## src/hdl/brl_pkg.sv

```systemverilog
// Package for the Bresenham line rasteriser: word types, register indexes,
// controller states and the command and status structs.
// No dependencies.
`default_nettype none

package brl_pkg;

    localparam int COORD_W = 6;
    localparam int GLYPH_W = 8;
    localparam int DIM_W   = 7;
    localparam int INDEX_W = 4;

    localparam logic [INDEX_W-1:0] CFG_CANVAS_WIDTH  = 4'd0;
    localparam logic [INDEX_W-1:0] CFG_CANVAS_HEIGHT = 4'd1;
    localparam logic [DIM_W-1:0]   DIM_RESET         = 7'd64;

    typedef struct packed {
        logic [COORD_W-1:0] start_x;
        logic [COORD_W-1:0] start_y;
        logic [COORD_W-1:0] end_x;
        logic [COORD_W-1:0] end_y;
        logic [GLYPH_W-1:0] glyph;
    } t_line;

    typedef struct packed {
        logic [COORD_W-1:0] point_x;
        logic [COORD_W-1:0] point_y;
        logic [GLYPH_W-1:0] point_glyph;
        logic               inside_res;
        logic               last;
    } t_point;

    typedef struct packed {
        logic [INDEX_W-1:0] index;
        logic [DIM_W-1:0]   value;
    } t_cfg;

    typedef enum logic {
        ST_IDLE,
        ST_DRAW
    } t_state;

    typedef struct packed {
        logic load;
        logic step;
    } t_ctrl;

    typedef struct packed {
        logic fin;
    } t_stat;

endpackage

`default_nettype wire

```

## src/hdl/brl_if.sv

```systemverilog
// Valid/ready channel interfaces for line requests, plotted points and
// register writes. Depends on brl_pkg.
`default_nettype none

interface brl_line_if;
    logic          valid;
    logic          ready;
    brl_pkg::t_line data;
    modport source (output valid, output data, input ready);
    modport sink   (input valid, input data, output ready);
endinterface

interface brl_point_if;
    logic           valid;
    logic           ready;
    brl_pkg::t_point data;
    modport source (output valid, output data, input ready);
    modport sink   (input valid, input data, output ready);
endinterface

interface brl_cfg_if;
    logic         valid;
    logic         ready;
    brl_pkg::t_cfg data;
    modport source (output valid, output data, input ready);
    modport sink   (input valid, input data, output ready);
endinterface

`default_nettype wire

```

## src/hdl/brl_ctrl.sv

```systemverilog
// Controller of the line rasteriser: idle/draw state machine issuing load
// and step commands to the datapath. Depends on brl_pkg.
`default_nettype none

module brl_ctrl (
    input  wire logic           i_clk,
    input  wire logic           i_rst_n,
    input  wire logic           i_line_valid,
    output logic                o_line_ready,
    output logic                o_point_valid,
    input  wire logic           i_point_ready,
    input  wire brl_pkg::t_stat i_stat,
    output brl_pkg::t_ctrl      o_ctrl
);

    brl_pkg::t_state r_state;
    brl_pkg::t_state n_state;

    always_ff @(posedge i_clk) begin
        if (!i_rst_n) begin
            r_state <= brl_pkg::ST_IDLE;
        end else begin
            r_state <= n_state;
        end
    end

    always_comb begin
        logic out_take;
        logic in_take;
        n_state       = r_state;
        o_point_valid = 1'b0;
        o_line_ready  = 1'b0;
        o_ctrl        = '0;
        out_take      = 1'b0;
        in_take       = 1'b0;
        unique case (r_state)
            brl_pkg::ST_IDLE: begin
                o_line_ready = 1'b1;
                in_take      = i_line_valid;
                if (in_take) begin
                    n_state = brl_pkg::ST_DRAW;
                end
            end
            brl_pkg::ST_DRAW: begin
                o_point_valid = 1'b1;
                out_take      = i_point_ready;
                o_line_ready  = out_take && i_stat.fin;
                in_take       = o_line_ready && i_line_valid;
                o_ctrl.step   = out_take && !i_stat.fin;
                if (out_take && i_stat.fin && !in_take) begin
                    n_state = brl_pkg::ST_IDLE;
                end
            end
            default: begin
                n_state = brl_pkg::ST_IDLE;
            end
        endcase
        o_ctrl.load = in_take;
    end

endmodule

`default_nettype wire

```

## src/hdl/brl_datapath.sv

```systemverilog
// Datapath of the line rasteriser: canvas registers, current point, end
// point and Bresenham error term. Depends on brl_pkg.
`default_nettype none

module brl_datapath #(
    parameter int COORD_SPAN = 64
) (
    input  wire logic           i_clk,
    input  wire logic           i_rst_n,
    input  wire brl_pkg::t_line i_line,
    input  wire logic           i_cfg_we,
    input  wire brl_pkg::t_cfg  i_cfg,
    input  wire brl_pkg::t_ctrl i_ctrl,
    output brl_pkg::t_stat      o_stat,
    output brl_pkg::t_point     o_point
);

    localparam int CW = brl_pkg::COORD_W;
    localparam int EW = CW + 3;
    localparam int WRAP = (COORD_SPAN < 64) ? COORD_SPAN : 64;
    localparam logic [CW:0] WRAP_V = (CW+1)'(WRAP);

    logic [brl_pkg::DIM_W-1:0] r_width;
    logic [brl_pkg::DIM_W-1:0] r_height;
    logic [CW-1:0]             r_x, r_y, r_xe, r_ye;
    logic [CW-1:0]             r_dx;
    logic signed [CW:0]        r_dy;
    logic                      r_sx, r_sy;
    logic signed [EW-1:0]      r_err;
    logic [brl_pkg::GLYPH_W-1:0] r_glyph;

    logic [CW-1:0]        n_x, n_y, n_xe, n_ye, n_dx;
    logic signed [CW:0]   n_dy;
    logic                 n_sx, n_sy;
    logic signed [EW-1:0] n_err;

    function automatic logic [CW-1:0] f_wrap(input logic [CW-1:0] v);
        logic [CW:0] t;
        t = {1'b0, v};
        for (int k = 0; k < 8; k++) begin
            if (t >= WRAP_V) begin
                t = t - WRAP_V;
            end
        end
        return t[CW-1:0];
    endfunction

    always_ff @(posedge i_clk) begin
        if (!i_rst_n) begin
            r_width  <= brl_pkg::DIM_RESET;
            r_height <= brl_pkg::DIM_RESET;
        end else if (i_cfg_we) begin
            unique case (i_cfg.index)
                brl_pkg::CFG_CANVAS_WIDTH:  r_width  <= i_cfg.value;
                brl_pkg::CFG_CANVAS_HEIGHT: r_height <= i_cfg.value;
                default: ;
            endcase
        end
    end

    always_comb begin
        logic [CW-1:0]        sx0, sy0;
        logic signed [EW:0]   e2;
        logic signed [EW-1:0] dx_e, dy_e;
        n_x   = r_x;
        n_y   = r_y;
        n_xe  = r_xe;
        n_ye  = r_ye;
        n_dx  = r_dx;
        n_dy  = r_dy;
        n_sx  = r_sx;
        n_sy  = r_sy;
        n_err = r_err;
        sx0   = '0;
        sy0   = '0;
        e2    = '0;
        dx_e  = '0;
        dy_e  = '0;
        if (i_ctrl.load) begin
            sx0  = f_wrap(i_line.start_x);
            sy0  = f_wrap(i_line.start_y);
            n_x  = sx0;
            n_y  = sy0;
            n_xe = f_wrap(i_line.end_x);
            n_ye = f_wrap(i_line.end_y);
            n_sx = sx0 < n_xe;
            n_sy = sy0 < n_ye;
            n_dx = (n_xe >= sx0) ? (n_xe - sx0) : (sx0 - n_xe);
            n_dy = (n_ye >= sy0) ? -$signed({1'b0, n_ye - sy0})
                                 : -$signed({1'b0, sy0 - n_ye});
            n_err = $signed({{(EW-CW){1'b0}}, n_dx}) + EW'(n_dy);
        end else if (i_ctrl.step) begin
            e2   = {r_err, 1'b0};
            dx_e = $signed({{(EW-CW){1'b0}}, r_dx});
            dy_e = EW'(r_dy);
            if (e2 >= (EW+1)'(dy_e)) begin
                n_x = r_sx ? (r_x + 1'b1) : (r_x - 1'b1);
            end
            if (e2 <= (EW+1)'(dx_e)) begin
                n_y = r_sy ? (r_y + 1'b1) : (r_y - 1'b1);
            end
            n_err = r_err + ((e2 >= (EW+1)'(dy_e)) ? dy_e : '0)
                          + ((e2 <= (EW+1)'(dx_e)) ? dx_e : '0);
        end
    end

    always_ff @(posedge i_clk) begin
        r_x   <= n_x;
        r_y   <= n_y;
        r_xe  <= n_xe;
        r_ye  <= n_ye;
        r_dx  <= n_dx;
        r_dy  <= n_dy;
        r_sx  <= n_sx;
        r_sy  <= n_sy;
        r_err <= n_err;
        if (i_ctrl.load) begin
            r_glyph <= i_line.glyph;
        end
    end

    assign o_stat.fin          = (r_x == r_xe) && (r_y == r_ye);
    assign o_point.point_x     = r_x;
    assign o_point.point_y     = r_y;
    assign o_point.point_glyph = r_glyph;
    assign o_point.inside_res  = ({1'b0, r_x} < r_width) && ({1'b0, r_y} < r_height);
    assign o_point.last        = o_stat.fin;

endmodule

`default_nettype wire

```

## src/hdl/bresenham_line_rasterizer.sv

```systemverilog
// Top level of the Bresenham line rasteriser: joins controller and datapath.
// Depends on brl_pkg, brl_if, brl_ctrl and brl_datapath.
//
// Use: a line request word on i_line carries two endpoints and a glyph. The
// block walks the line and sends one point word per pixel on o_point, in
// order from the first endpoint to the second, with last set on the second.
// Coinciding endpoints give a single point with last set.
// i_cfg writes the canvas width (index 0) and height (index 1); other
// indexes are ignored. The write channel is always ready.
// Latency: the first point is valid in the cycle after the request is taken.
// Throughput: max(|dx|,|dy|)+1 points per line, at most 64, one point per
// cycle while ready, set by the single error-term update. A new request is
// taken in the cycle the last point of the previous line is taken.
// A stalled receiver holds the current point and the walk stops until it is
// taken. Reset empties the block and sets both canvas sizes to 64.
`default_nettype none

module bresenham_line_rasterizer #(
    parameter int COORD_SPAN = 64
) (
    input  wire logic   i_clk,
    input  wire logic   i_rst_n,
    brl_line_if.sink    i_line,
    brl_point_if.source o_point,
    brl_cfg_if.sink     i_cfg
);

    brl_pkg::t_ctrl w_ctrl;
    brl_pkg::t_stat w_stat;

    assign i_cfg.ready = 1'b1;

    brl_ctrl u_ctrl (
        .i_clk         (i_clk),
        .i_rst_n       (i_rst_n),
        .i_line_valid  (i_line.valid),
        .o_line_ready  (i_line.ready),
        .o_point_valid (o_point.valid),
        .i_point_ready (o_point.ready),
        .i_stat        (w_stat),
        .o_ctrl        (w_ctrl)
    );

    brl_datapath #(
        .COORD_SPAN (COORD_SPAN)
    ) u_datapath (
        .i_clk    (i_clk),
        .i_rst_n  (i_rst_n),
        .i_line   (i_line.data),
        .i_cfg_we (i_cfg.valid),
        .i_cfg    (i_cfg.data),
        .i_ctrl   (w_ctrl),
        .o_stat   (w_stat),
        .o_point  (o_point.data)
    );

`ifndef SYNTH
    a_accept_starts_draw: assert property (@(posedge i_clk) disable iff (!i_rst_n)
        i_line.valid && i_line.ready |=> o_point.valid)
        else $error("accepted line produced no point");

    a_ready_only_on_last: assert property (@(posedge i_clk) disable iff (!i_rst_n)
        i_line.ready && o_point.valid |-> o_point.ready && o_point.data.last)
        else $error("line taken while a line is still being drawn");

    a_reset_empty: assert property (@(posedge i_clk)
        !i_rst_n |=> !o_point.valid)
        else $error("point valid after reset");

    a_hold_on_stall: assert property (@(posedge i_clk) disable iff (!i_rst_n)
        o_point.valid && !o_point.ready |=> o_point.valid && $stable(o_point.data))
        else $error("point word changed while stalled");
`endif

endmodule

`default_nettype wire

```

## src/flat_wrapper.sv

```systemverilog
// flat-port wrapper written by rule: the top's interface ports become plain ports
module bresenham_line_rasterizer_flat 
#(
    parameter int COORD_SPAN = 64
)
  (i_clk, i_rst_n, i_line_valid, i_line_data, i_line_ready, o_point_valid, o_point_data, o_point_ready, i_cfg_valid, i_cfg_data, i_cfg_ready);
  brl_line_if i_line_i ();
  brl_point_if o_point_i ();
  brl_cfg_if i_cfg_i ();
  input  wire logic i_clk;
  input  wire logic i_rst_n;
  input wire logic [$bits(i_line_i.valid)-1:0] i_line_valid;
  input wire logic [$bits(i_line_i.data)-1:0] i_line_data;
  output wire logic [$bits(i_line_i.ready)-1:0] i_line_ready;
  output wire logic [$bits(o_point_i.valid)-1:0] o_point_valid;
  output wire logic [$bits(o_point_i.data)-1:0] o_point_data;
  input wire logic [$bits(o_point_i.ready)-1:0] o_point_ready;
  input wire logic [$bits(i_cfg_i.valid)-1:0] i_cfg_valid;
  input wire logic [$bits(i_cfg_i.data)-1:0] i_cfg_data;
  output wire logic [$bits(i_cfg_i.ready)-1:0] i_cfg_ready;
  assign i_line_i.valid = i_line_valid;
  assign i_line_i.data = i_line_data;
  assign i_line_ready = i_line_i.ready;
  assign o_point_valid = o_point_i.valid;
  assign o_point_data = o_point_i.data;
  assign o_point_i.ready = o_point_ready;
  assign i_cfg_i.valid = i_cfg_valid;
  assign i_cfg_i.data = i_cfg_data;
  assign i_cfg_ready = i_cfg_i.ready;
  bresenham_line_rasterizer #(.COORD_SPAN(COORD_SPAN)) u_core (.i_clk(i_clk), .i_rst_n(i_rst_n), .i_line(i_line_i), .o_point(o_point_i), .i_cfg(i_cfg_i));
endmodule
```

## config.mk

```make
export PLATFORM = sky130hd
export DESIGN_NAME = bresenham_line_rasterizer_flat
export DESIGN_NICKNAME = d
export VERILOG_FILES = /design/src/hdl/brl_pkg.sv /design/src/hdl/brl_if.sv /design/src/hdl/brl_ctrl.sv /design/src/hdl/brl_datapath.sv /design/src/hdl/bresenham_line_rasterizer.sv /design/src/flat_wrapper.sv
export SDC_FILE = /design/constraint.sdc
export NUM_CORES = 1
export LEC_CHECK = 0
export BUFFER_PORTS_ARGS = -buffer_cell sky130_fd_sc_hd__buf_2
export CORE_MARGIN = 1.5
export CORE_UTILIZATION = 55
export DETAILED_ROUTE_END_ITERATION = 12
export GPL_ROUTABILITY_DRIVEN = 0
export PLACE_DENSITY = 0.76
export SYNTH_ARGS = -nofsm -noshare
export SYNTH_HDL_FRONTEND = slang
export SYNTH_SLANG_ARGS = --single-unit
```

## constraint.sdc

```tcl
create_clock -name i_clk -period 6.9 [get_ports i_clk]
set_input_delay 0.69 -clock i_clk [delete_from_list [all_inputs] [get_ports i_clk]]
set_output_delay 0.69 -clock i_clk [all_outputs]
set_load 0.05 [all_outputs]
```

==> results by group, run 1 <==
Floorplan
  • Die H: 105 um
  • Row cnt: 36
  • Initial Util: 0.574
  • I/O pin cnt: 73
  • Die W: 105 um
  • Core ar.: 9910 um^2
  • Die area: 11000 um^2

Detailed routing
  • DR pass1 iterations: 4
  • ANT nets after route: 0
  • Drt drc: 0
  • Via Count: 4252
  • Final WL: 12400 um
  • Per-cell routed wire length: 15.9 um
  • DR vias/cell: 5.46
  • Drt first-iter violations: 223

STA
  • Achievable Freq: 223 MHz
  • Final Hold Fails: 0
  • Final Skew: 16.1 ps
  • Setup ws final: 2410 ps
  • Slew @ Worst Pin: 1060 ps
  • Pins Over Slew Limit: 0
  • RSZ-0062 raised after global routing: false
  • Fin crit share: 0.651
  • Setup_tns: 0 ps
  • Max-slew headroom: 0.284
  • Final Setup Violations: 0
  • Min Tclk post-route: 4490 ps

Logic synthesis
  • XOR/XNOR share of the synthesized area: 0.0748
  • Top-count cell post-synth: inv_1
  • Post-Syn Nets: 704
  • Synth cell count leaders: inv_1 (83), ha_1 (73), edfxtp_1 (56), a21oi_1 (38), xnor2_1 (36)
  • Largest family of logic cells by synthesized area: adder cells
  • Syn_area_per_cell: 9.99 um^2
  • Primary FF master, synth: edfxtp_1
  • Complex-gate fraction of the synthesized area: 0.140
  • Synth top area share: 0.296
  • Simple-gate portion of the synthesized area: 0.127
  • Area leader, netlist: edfxtp_1
  • Synth top area cells: edfxtp_1 (30%), ha_1 (16%), xnor2_1 (5.5%)
  • Async S/R FF share, synth: 0
  • Post-synthesis mux area share: 0.0321
  • Synth Instances: 569
  • Post-Syn Area: 5690 um^2
  • Register area share after synthesis: 0.349
  • Number of synthesized flops with an enable pin: 56
  • #FFs+latches synth: 71
  • Synth Warn #: 0
  • Post-synthesis adder-cell area fraction: 0.210
  • Yosys cell types: 63

Layout
  • Area growth syn-to-layout: 10.9%
  • Diodes inserted: 0
  • Layout Nets: 777
  • Layout cells sized above 1: 0.155
  • Filler Cells Inserted: 815

Pwr
  • Leak: 2.90 nW
  • VDD IR-drop max: 0.196 mV
  • Flop pwr share: 0.307
  • Clock power share: 0.135
  • PwrDens: 332 nW/um^2
  • Sw Pwr: 0.000870 W
  • Internal: 0.00123 W
  • Combinational share of power: 0.558
  • Switching Fraction: 0.415

CTS
  • Clock transition at path regs: 80 ps
  • Root Driver: clkbuf_8
  • # H-tree levels: 3
  • TritonCTS buffer count: 9
  • Post-CTS Resized: 0
  • Setup bufs post-CTS: 0
  • CTS tree: yes
  • Maximum clock path buffer count: 2
  • Clk Latency, worst-skew pair: 350 ps
  • # hold bufs at CTS: 0
  • TritonCTS Sinks: 71

Worst setup path
  • WS Path Type: reg -> reg
  • CP Launch Type: flip-flop
  • Max FO, Critical Path: 7
  • R2R setup slack: 2410 ps
  • Worst Path Arrival: 4590 ps
  • RR Startpoint: u_core.u_datapath.r_err[1]
  • Reg2reg path depth: 17
  • R2r endpoint: u_core.u_datapath.r_err[8]
  • CP Capture Type: flip-flop
  • WP data required: 7000 ps

Global routing
  • Grt ovf: 0
  • Total GRT Usage: 0.232
  • Initial antenna violation count: 0
  • Largest net degree at the start of global routing: 44
  • First-pass GRT wire length: 20200 um
  • Vias in the first global route: 4184

Place
  • Port Buffers: 71
  • Final HPWL DP: 9930 um
  • Placement Setup Slack: 2450 ps

Min path
  • Hold EP: u_core.u_datapath.r_width[6]
  • Hold depth: 2
  • Min-delay worst type: reg -> reg
  • HP Start: u_core.u_datapath.r_width[6]

Status
  • Status: finished clean

Flow run
  • Max Cap Violations: 0
layer usage:
| metal | track usage | vias up | wire length (um) |
|---|---|---|---|
| met5 | 0 | - | 0 |
| met4 | 0.0607 | 0 | 110 |
| met3 | 0.0381 | 8 | 438 |
| met2 | 0.383 | 73 | 5940 |
| met1 | 0.317 | 2055 | 5920 |
| li1 | - | 2116 | - |
sequential cells by signal, indices dropped and copies added (netlist names):
register,flops
u_core.u_datapath.r_err,9
u_core.u_datapath.r_glyph,8
u_core.u_datapath.r_dy,7
u_core.u_datapath.r_height,7
u_core.u_datapath.r_width,7
u_core.u_datapath.r_dx,6
u_core.u_datapath.r_x,6
u_core.u_datapath.r_xe,6
u_core.u_datapath.r_y,6
u_core.u_datapath.r_ye,6
u_core.u_ctrl.r_state,1
u_core.u_datapath.r_sx,1
u_core.u_datapath.r_sy,1
kinds of logic (layout without fill, tap and decap cells):
family	after synthesis	count (layout)
AND/OR/NAND/NOR	130	130
AO/OA/AOI/OAI	121	121
buffers and inverters	94	171
adder cells (fa/ha/maj)	87	87
flip-flops	71	71
XOR/XNOR	47	47
multiplexers	18	18
other	1	1
power by group through the flow:
stage / registers, W / clock network, W / logic, W
finish: 0.000642 / 0.000284 / 0.00117
CTS: 0.000643 / 0.000288 / 0.00116
detailed placement: 0.000652 / 0 / 0.00115
global placement: 0.000650 / 0 / 0.00110
global route: 0.000652 / 0.000304 / 0.00132
floorplan: 0.000692 / 0 / 0.000860
how the worst max path moves through the flow:
| stage | from | endpoint | slack [ps] |
|---|---|---|---|
| 2_1_floorplan | u_core.u_datapath.r_err[1] | u_core.u_datapath.r_err[8] | 2880 |
| 3_3_place_gp | u_core.u_datapath.r_err[1] | u_core.u_datapath.r_err[8] | 2640 |
| 3_5_place_dp | u_core.u_datapath.r_err[1] | u_core.u_datapath.r_err[8] | 2450 |
| 4_1_cts | u_core.u_datapath.r_err[1] | u_core.u_datapath.r_err[8] | 2430 |
| 5_1_grt | u_core.u_datapath.r_err[1] | u_core.u_datapath.r_err[7] | 2080 |
| 6_report | u_core.u_datapath.r_err[1] | u_core.u_datapath.r_err[8] | 2410 |
metrics by stage:
stage | std cells | cell area [um^2] | util | total power, W | hold slack (ps)
global placement | 764 | 6150 | 0.621 | 0.00175 | 464
CTS | 779 | 6300 | 0.636 | 0.00209 | 486
floorplan | 569 | 5690 | - | 0.00155 | 443
detailed placement | 764 | 6150 | 0.621 | 0.00181 | 469
finish | 779 | 6300 | 0.636 | 0.00210 | 489
global route | 779 | 6300 | 0.636 | 0.00227 | 495
cell type report:
type / instances / area (um^2) / area share
clock buffer: 13 / 139 / 0.0220
clock inverter: 2 / 11.3 / 0.00179
inverter: 83 / 312 / 0.0494
multi-input combinational: 404 / 3320 / 0.527
sequential: 71 / 1980 / 0.314
tap: 133 / 166 / 0.0264
timing repair buffer: 73 / 370 / 0.0588
placed cells by master, fill, tap and decap left out, drive strengths merged, types with 4 or more instances in the layout:
master | Yosys | layout
a211oi | 7 | 7
a21o | 17 | 17
a21oi | 38 | 38
and2 | 5 | 5
and3 | 6 | 6
buf | 8 | 73
clkbuf | 3 | 13
dfxtp | 15 | 15
edfxtp | 56 | 56
fa | 14 | 14
ha | 73 | 73
inv | 83 | 84
mux2i | 16 | 16
nand2 | 32 | 32
nand2b | 7 | 7
nand3 | 5 | 5
nand4 | 5 | 5
nor2 | 24 | 24
nor2b | 20 | 20
nor3 | 9 | 9
o21a | 8 | 8
o21ai | 27 | 27
o21bai | 4 | 4
o31ai | 4 | 4
xnor2 | 36 | 36
xor2 | 10 | 10
worst max-delay path, cell delays in order, from the launching register on:
cell and delay [ps]:
edfxtp_1 450, ha_1 320, a21o_1 160, a21o_1 170
a21o_1 170, a21oi_1 130, a31oi_1 60, o41ai_2 530
and2_1 240, fa_1 450, ha_1 300, a21o_1 170
a21oi_1 230, o21ai_0 160, nor4_1 200, nor3_1 110
xnor3_1 190, a21o_1 180
Power figures use the tool's default switching activity.
==> inputs of run 2 (changes only) <==
==> constraint.sdc (replaced) <==
create_clock -name i_clk -period 4.25 [get_ports i_clk]
set_input_delay 0.425 -clock i_clk [delete_from_list [all_inputs] [get_ports i_clk]]
set_output_delay 0.425 -clock i_clk [all_outputs]
set_load 0.05 [all_outputs]
==> run 2 against run 1 <==
  * First-iteration DRC count rose by 17%
  * Global-route usage rose by 0.89 points
  * Wire length up 3.1%
  * Final area grew 3.4%
  * Fmax is 10% higher
  * Largest cell class unchanged
  * Highest routed layer unchanged
==> results by group, run 2 (synthesis results as in run 1) <==
Global routing
  • Grt ovf: 0
  • Largest net degree at the start of global routing: 44
  • Total GRT Usage: 0.241
  • First-pass GRT wire length: 20800 um
  • Initial antenna violation count: 0
  • Vias in the first global route: 4384

Worst setup path
  • R2r endpoint: u_core.u_datapath.r_err[7]
  • CP Capture Type: flip-flop
  • Worst Path Arrival: 4190 ps
  • CP Launch Type: flip-flop
  • RR Startpoint: u_core.u_datapath.r_dx[2]
  • Most Frequent Cell on Critical Path: a21o_1
  • Reg2reg path depth: 22
  • WP data required: 4370 ps
  • Worst Path Buf+Inv: 4
  • Crit path from: u_core.u_datapath.r_dx[2]
  • CP Cell Sequence: inv_2, ha_4, a21o_1, a21o_1, a21o_1, a21oi_1, a31oi_1, o41ai_2, buf_4, nand2_1, fa_1, inv_1, ha_2, inv_2, fa_2, nor2b_1, o21a_1, o21ai_2, nand2b_1, a21oi_2, xnor2_1, a21o_1
  • WS Path Type: reg -> reg
  • Max FO, Critical Path: 3
  • Crit-path max cell delay: 410 ps
  • CP top delay family: compound AO/OA/AOI/OAI gates
  • R2R setup slack: 170 ps
  • CP max-delay cell: edfxtp_1

Detailed routing
  • DR vias/cell: 5.58
  • Final WL: 12800 um
  • Drt first-iter violations: 260
  • ANT nets after route: 0
  • Drt drc: 0
  • DR pass1 iterations: 4
  • Via Count: 4384
  • Per-cell routed wire length: 16.3 um

Layout
  • Most frequent cells in the layout: inv_1 (81), buf_2 (71), ha_1 (68)
  • Filler Cells Inserted: 809
  • Commonest non-fill, non-tap cell in the layout: inv_1
  • Layout Nets: 782
  • Max reg flops: 9
  • Area growth syn-to-layout: 14.6%
  • Layout cells sized above 1: 0.190
  • Leading registers by flop count: u_core.u_datapath.r_err x9, u_core.u_datapath.r_glyph x8
  • Layout Utilization: 0.657
  • Diodes inserted: 0
  • Reg with most FFs: u_core.u_datapath.r_err

Floorplan
  • Die W: 105 um
  • Initial Util: 0.574
  • Die area: 11000 um^2
  • Core ar.: 9910 um^2
  • Row cnt: 36
  • Die H: 105 um
  • I/O pin cnt: 73

Pwr
  • Clock power share: 0.169
  • VDD IR-drop max: 0.348 mV
  • Leak: 2.97 nW
  • Sw Pwr: 0.00153 W
  • Combinational share of power: 0.559
  • Switching Fraction: 0.399
  • PwrDens: 587 nW/um^2
  • Internal: 0.00230 W
  • Flop pwr share: 0.273

Min path
  • Hold EP: u_core.u_datapath.r_glyph[1]
  • Hold depth: 1
  • HP Start: i_line_data[1]
  • Min-delay worst type: in -> reg

CTS
  • # H-tree levels: 3
  • Maximum clock path buffer count: 2
  • # hold bufs at CTS: 0
  • TritonCTS buffer count: 9
  • Clk Latency, worst-skew pair: 360 ps
  • Root Driver: clkbuf_8
  • TritonCTS Sinks: 71
  • CTS tree: yes
  • Clock transition at path regs: 80 ps

STA
  • Fin crit share: 0.959
  • Min Tclk post-route: 4080 ps
  • Min Hold Slack: 242 ps
  • Slew @ Worst Pin: 1090 ps
  • Achievable Freq: 245 MHz
  • Max-slew headroom: 0.270
  • Pins Over Slew Limit: 0
  • Final Skew: 8.59 ps
  • Final Hold Fails: 0
  • Final Setup Violations: 0

Place
  • Port Buffers: 71
  • Final HPWL DP: 10100 um

Flow run
  • Max Cap Violations: 0

Status
  • Status: finished clean
[run 2: changes by cell type in the layout (fill, tap and decap cells not counted), sizes merged]
cell,before,now
clkinv,1,2
bufinv,0,1
inv,84,83
buf,73,78
[run 2: power by group through the flow]
stage / logic, W / registers, W / clock network, W
after floorplan: 0.00140 / 0.00112 / 0
after global placement: 0.00183 / 0.00105 / 0
after detailed placement: 0.00190 / 0.00106 / 0
after CTS: 0.00192 / 0.00104 / 0.000651
after global routing: 0.00241 / 0.00105 / 0.000681
final: 0.00214 / 0.00104 / 0.000645
[run 2: how the worst max path moves through the flow]
| stage | endpoint | slack (ps) | depth (start not counted) |
|---|---|---|---|
| CTS | u_core.u_datapath.r_err[7] | 70 | 20 |
| floorplan | u_core.u_datapath.r_err[8] | 230 | 17 |
| global placement | u_core.u_datapath.r_err[7] | 220 | 21 |
| detailed placement | u_core.u_datapath.r_err[7] | 120 | 20 |
| global route | u_core.u_datapath.r_err[7] | -40 | 22 |
| finish | u_core.u_datapath.r_err[7] | 170 | 22 |
[run 2: repair_timing]
action	CTS	global route
setup endpoints to repair	0	2
gates resized for setup	0	16
buffers inserted	0	1
[run 2: per-stage QoR]
stage,setup slack [ps],TNS [ps],instance area [um^2],instances,total power (W)
after global placement,216,0,6180,768,0.00288
after CTS,73.3,0,6430,784,0.00361
after global routing,-40.2,-80.3,6520,785,0.00414
after floorplan,227,0,5690,569,0.00252
final,174,0,6520,785,0.00383
after detailed placement,124,0,6180,768,0.00295
[run 2: cell type report]
class | count | area [um^2] | share of cell area
Timing Repair Buffer | 78 | 408 | 0.0626
Clock inverter | 3 | 43.8 | 0.00672
Clock buffer | 13 | 201 | 0.0309
Multi-Input combinational cell | 404 | 3400 | 0.522
Inverter | 83 | 312 | 0.0478
Sequential cell | 71 | 1980 | 0.304
Tap cell | 133 | 166 | 0.0255
[run 2: per-layer routing]
layer / wire length (um) / global-route usage / vias to the layer above
met1: 5810 / 0.319 / 2100
met2: 6110 / 0.398 / 133
li1: - / - / 2132
met3: 591 / 0.0374 / 19
met4: 274 / 0.0939 / 0
met5: 0 / 0 / -
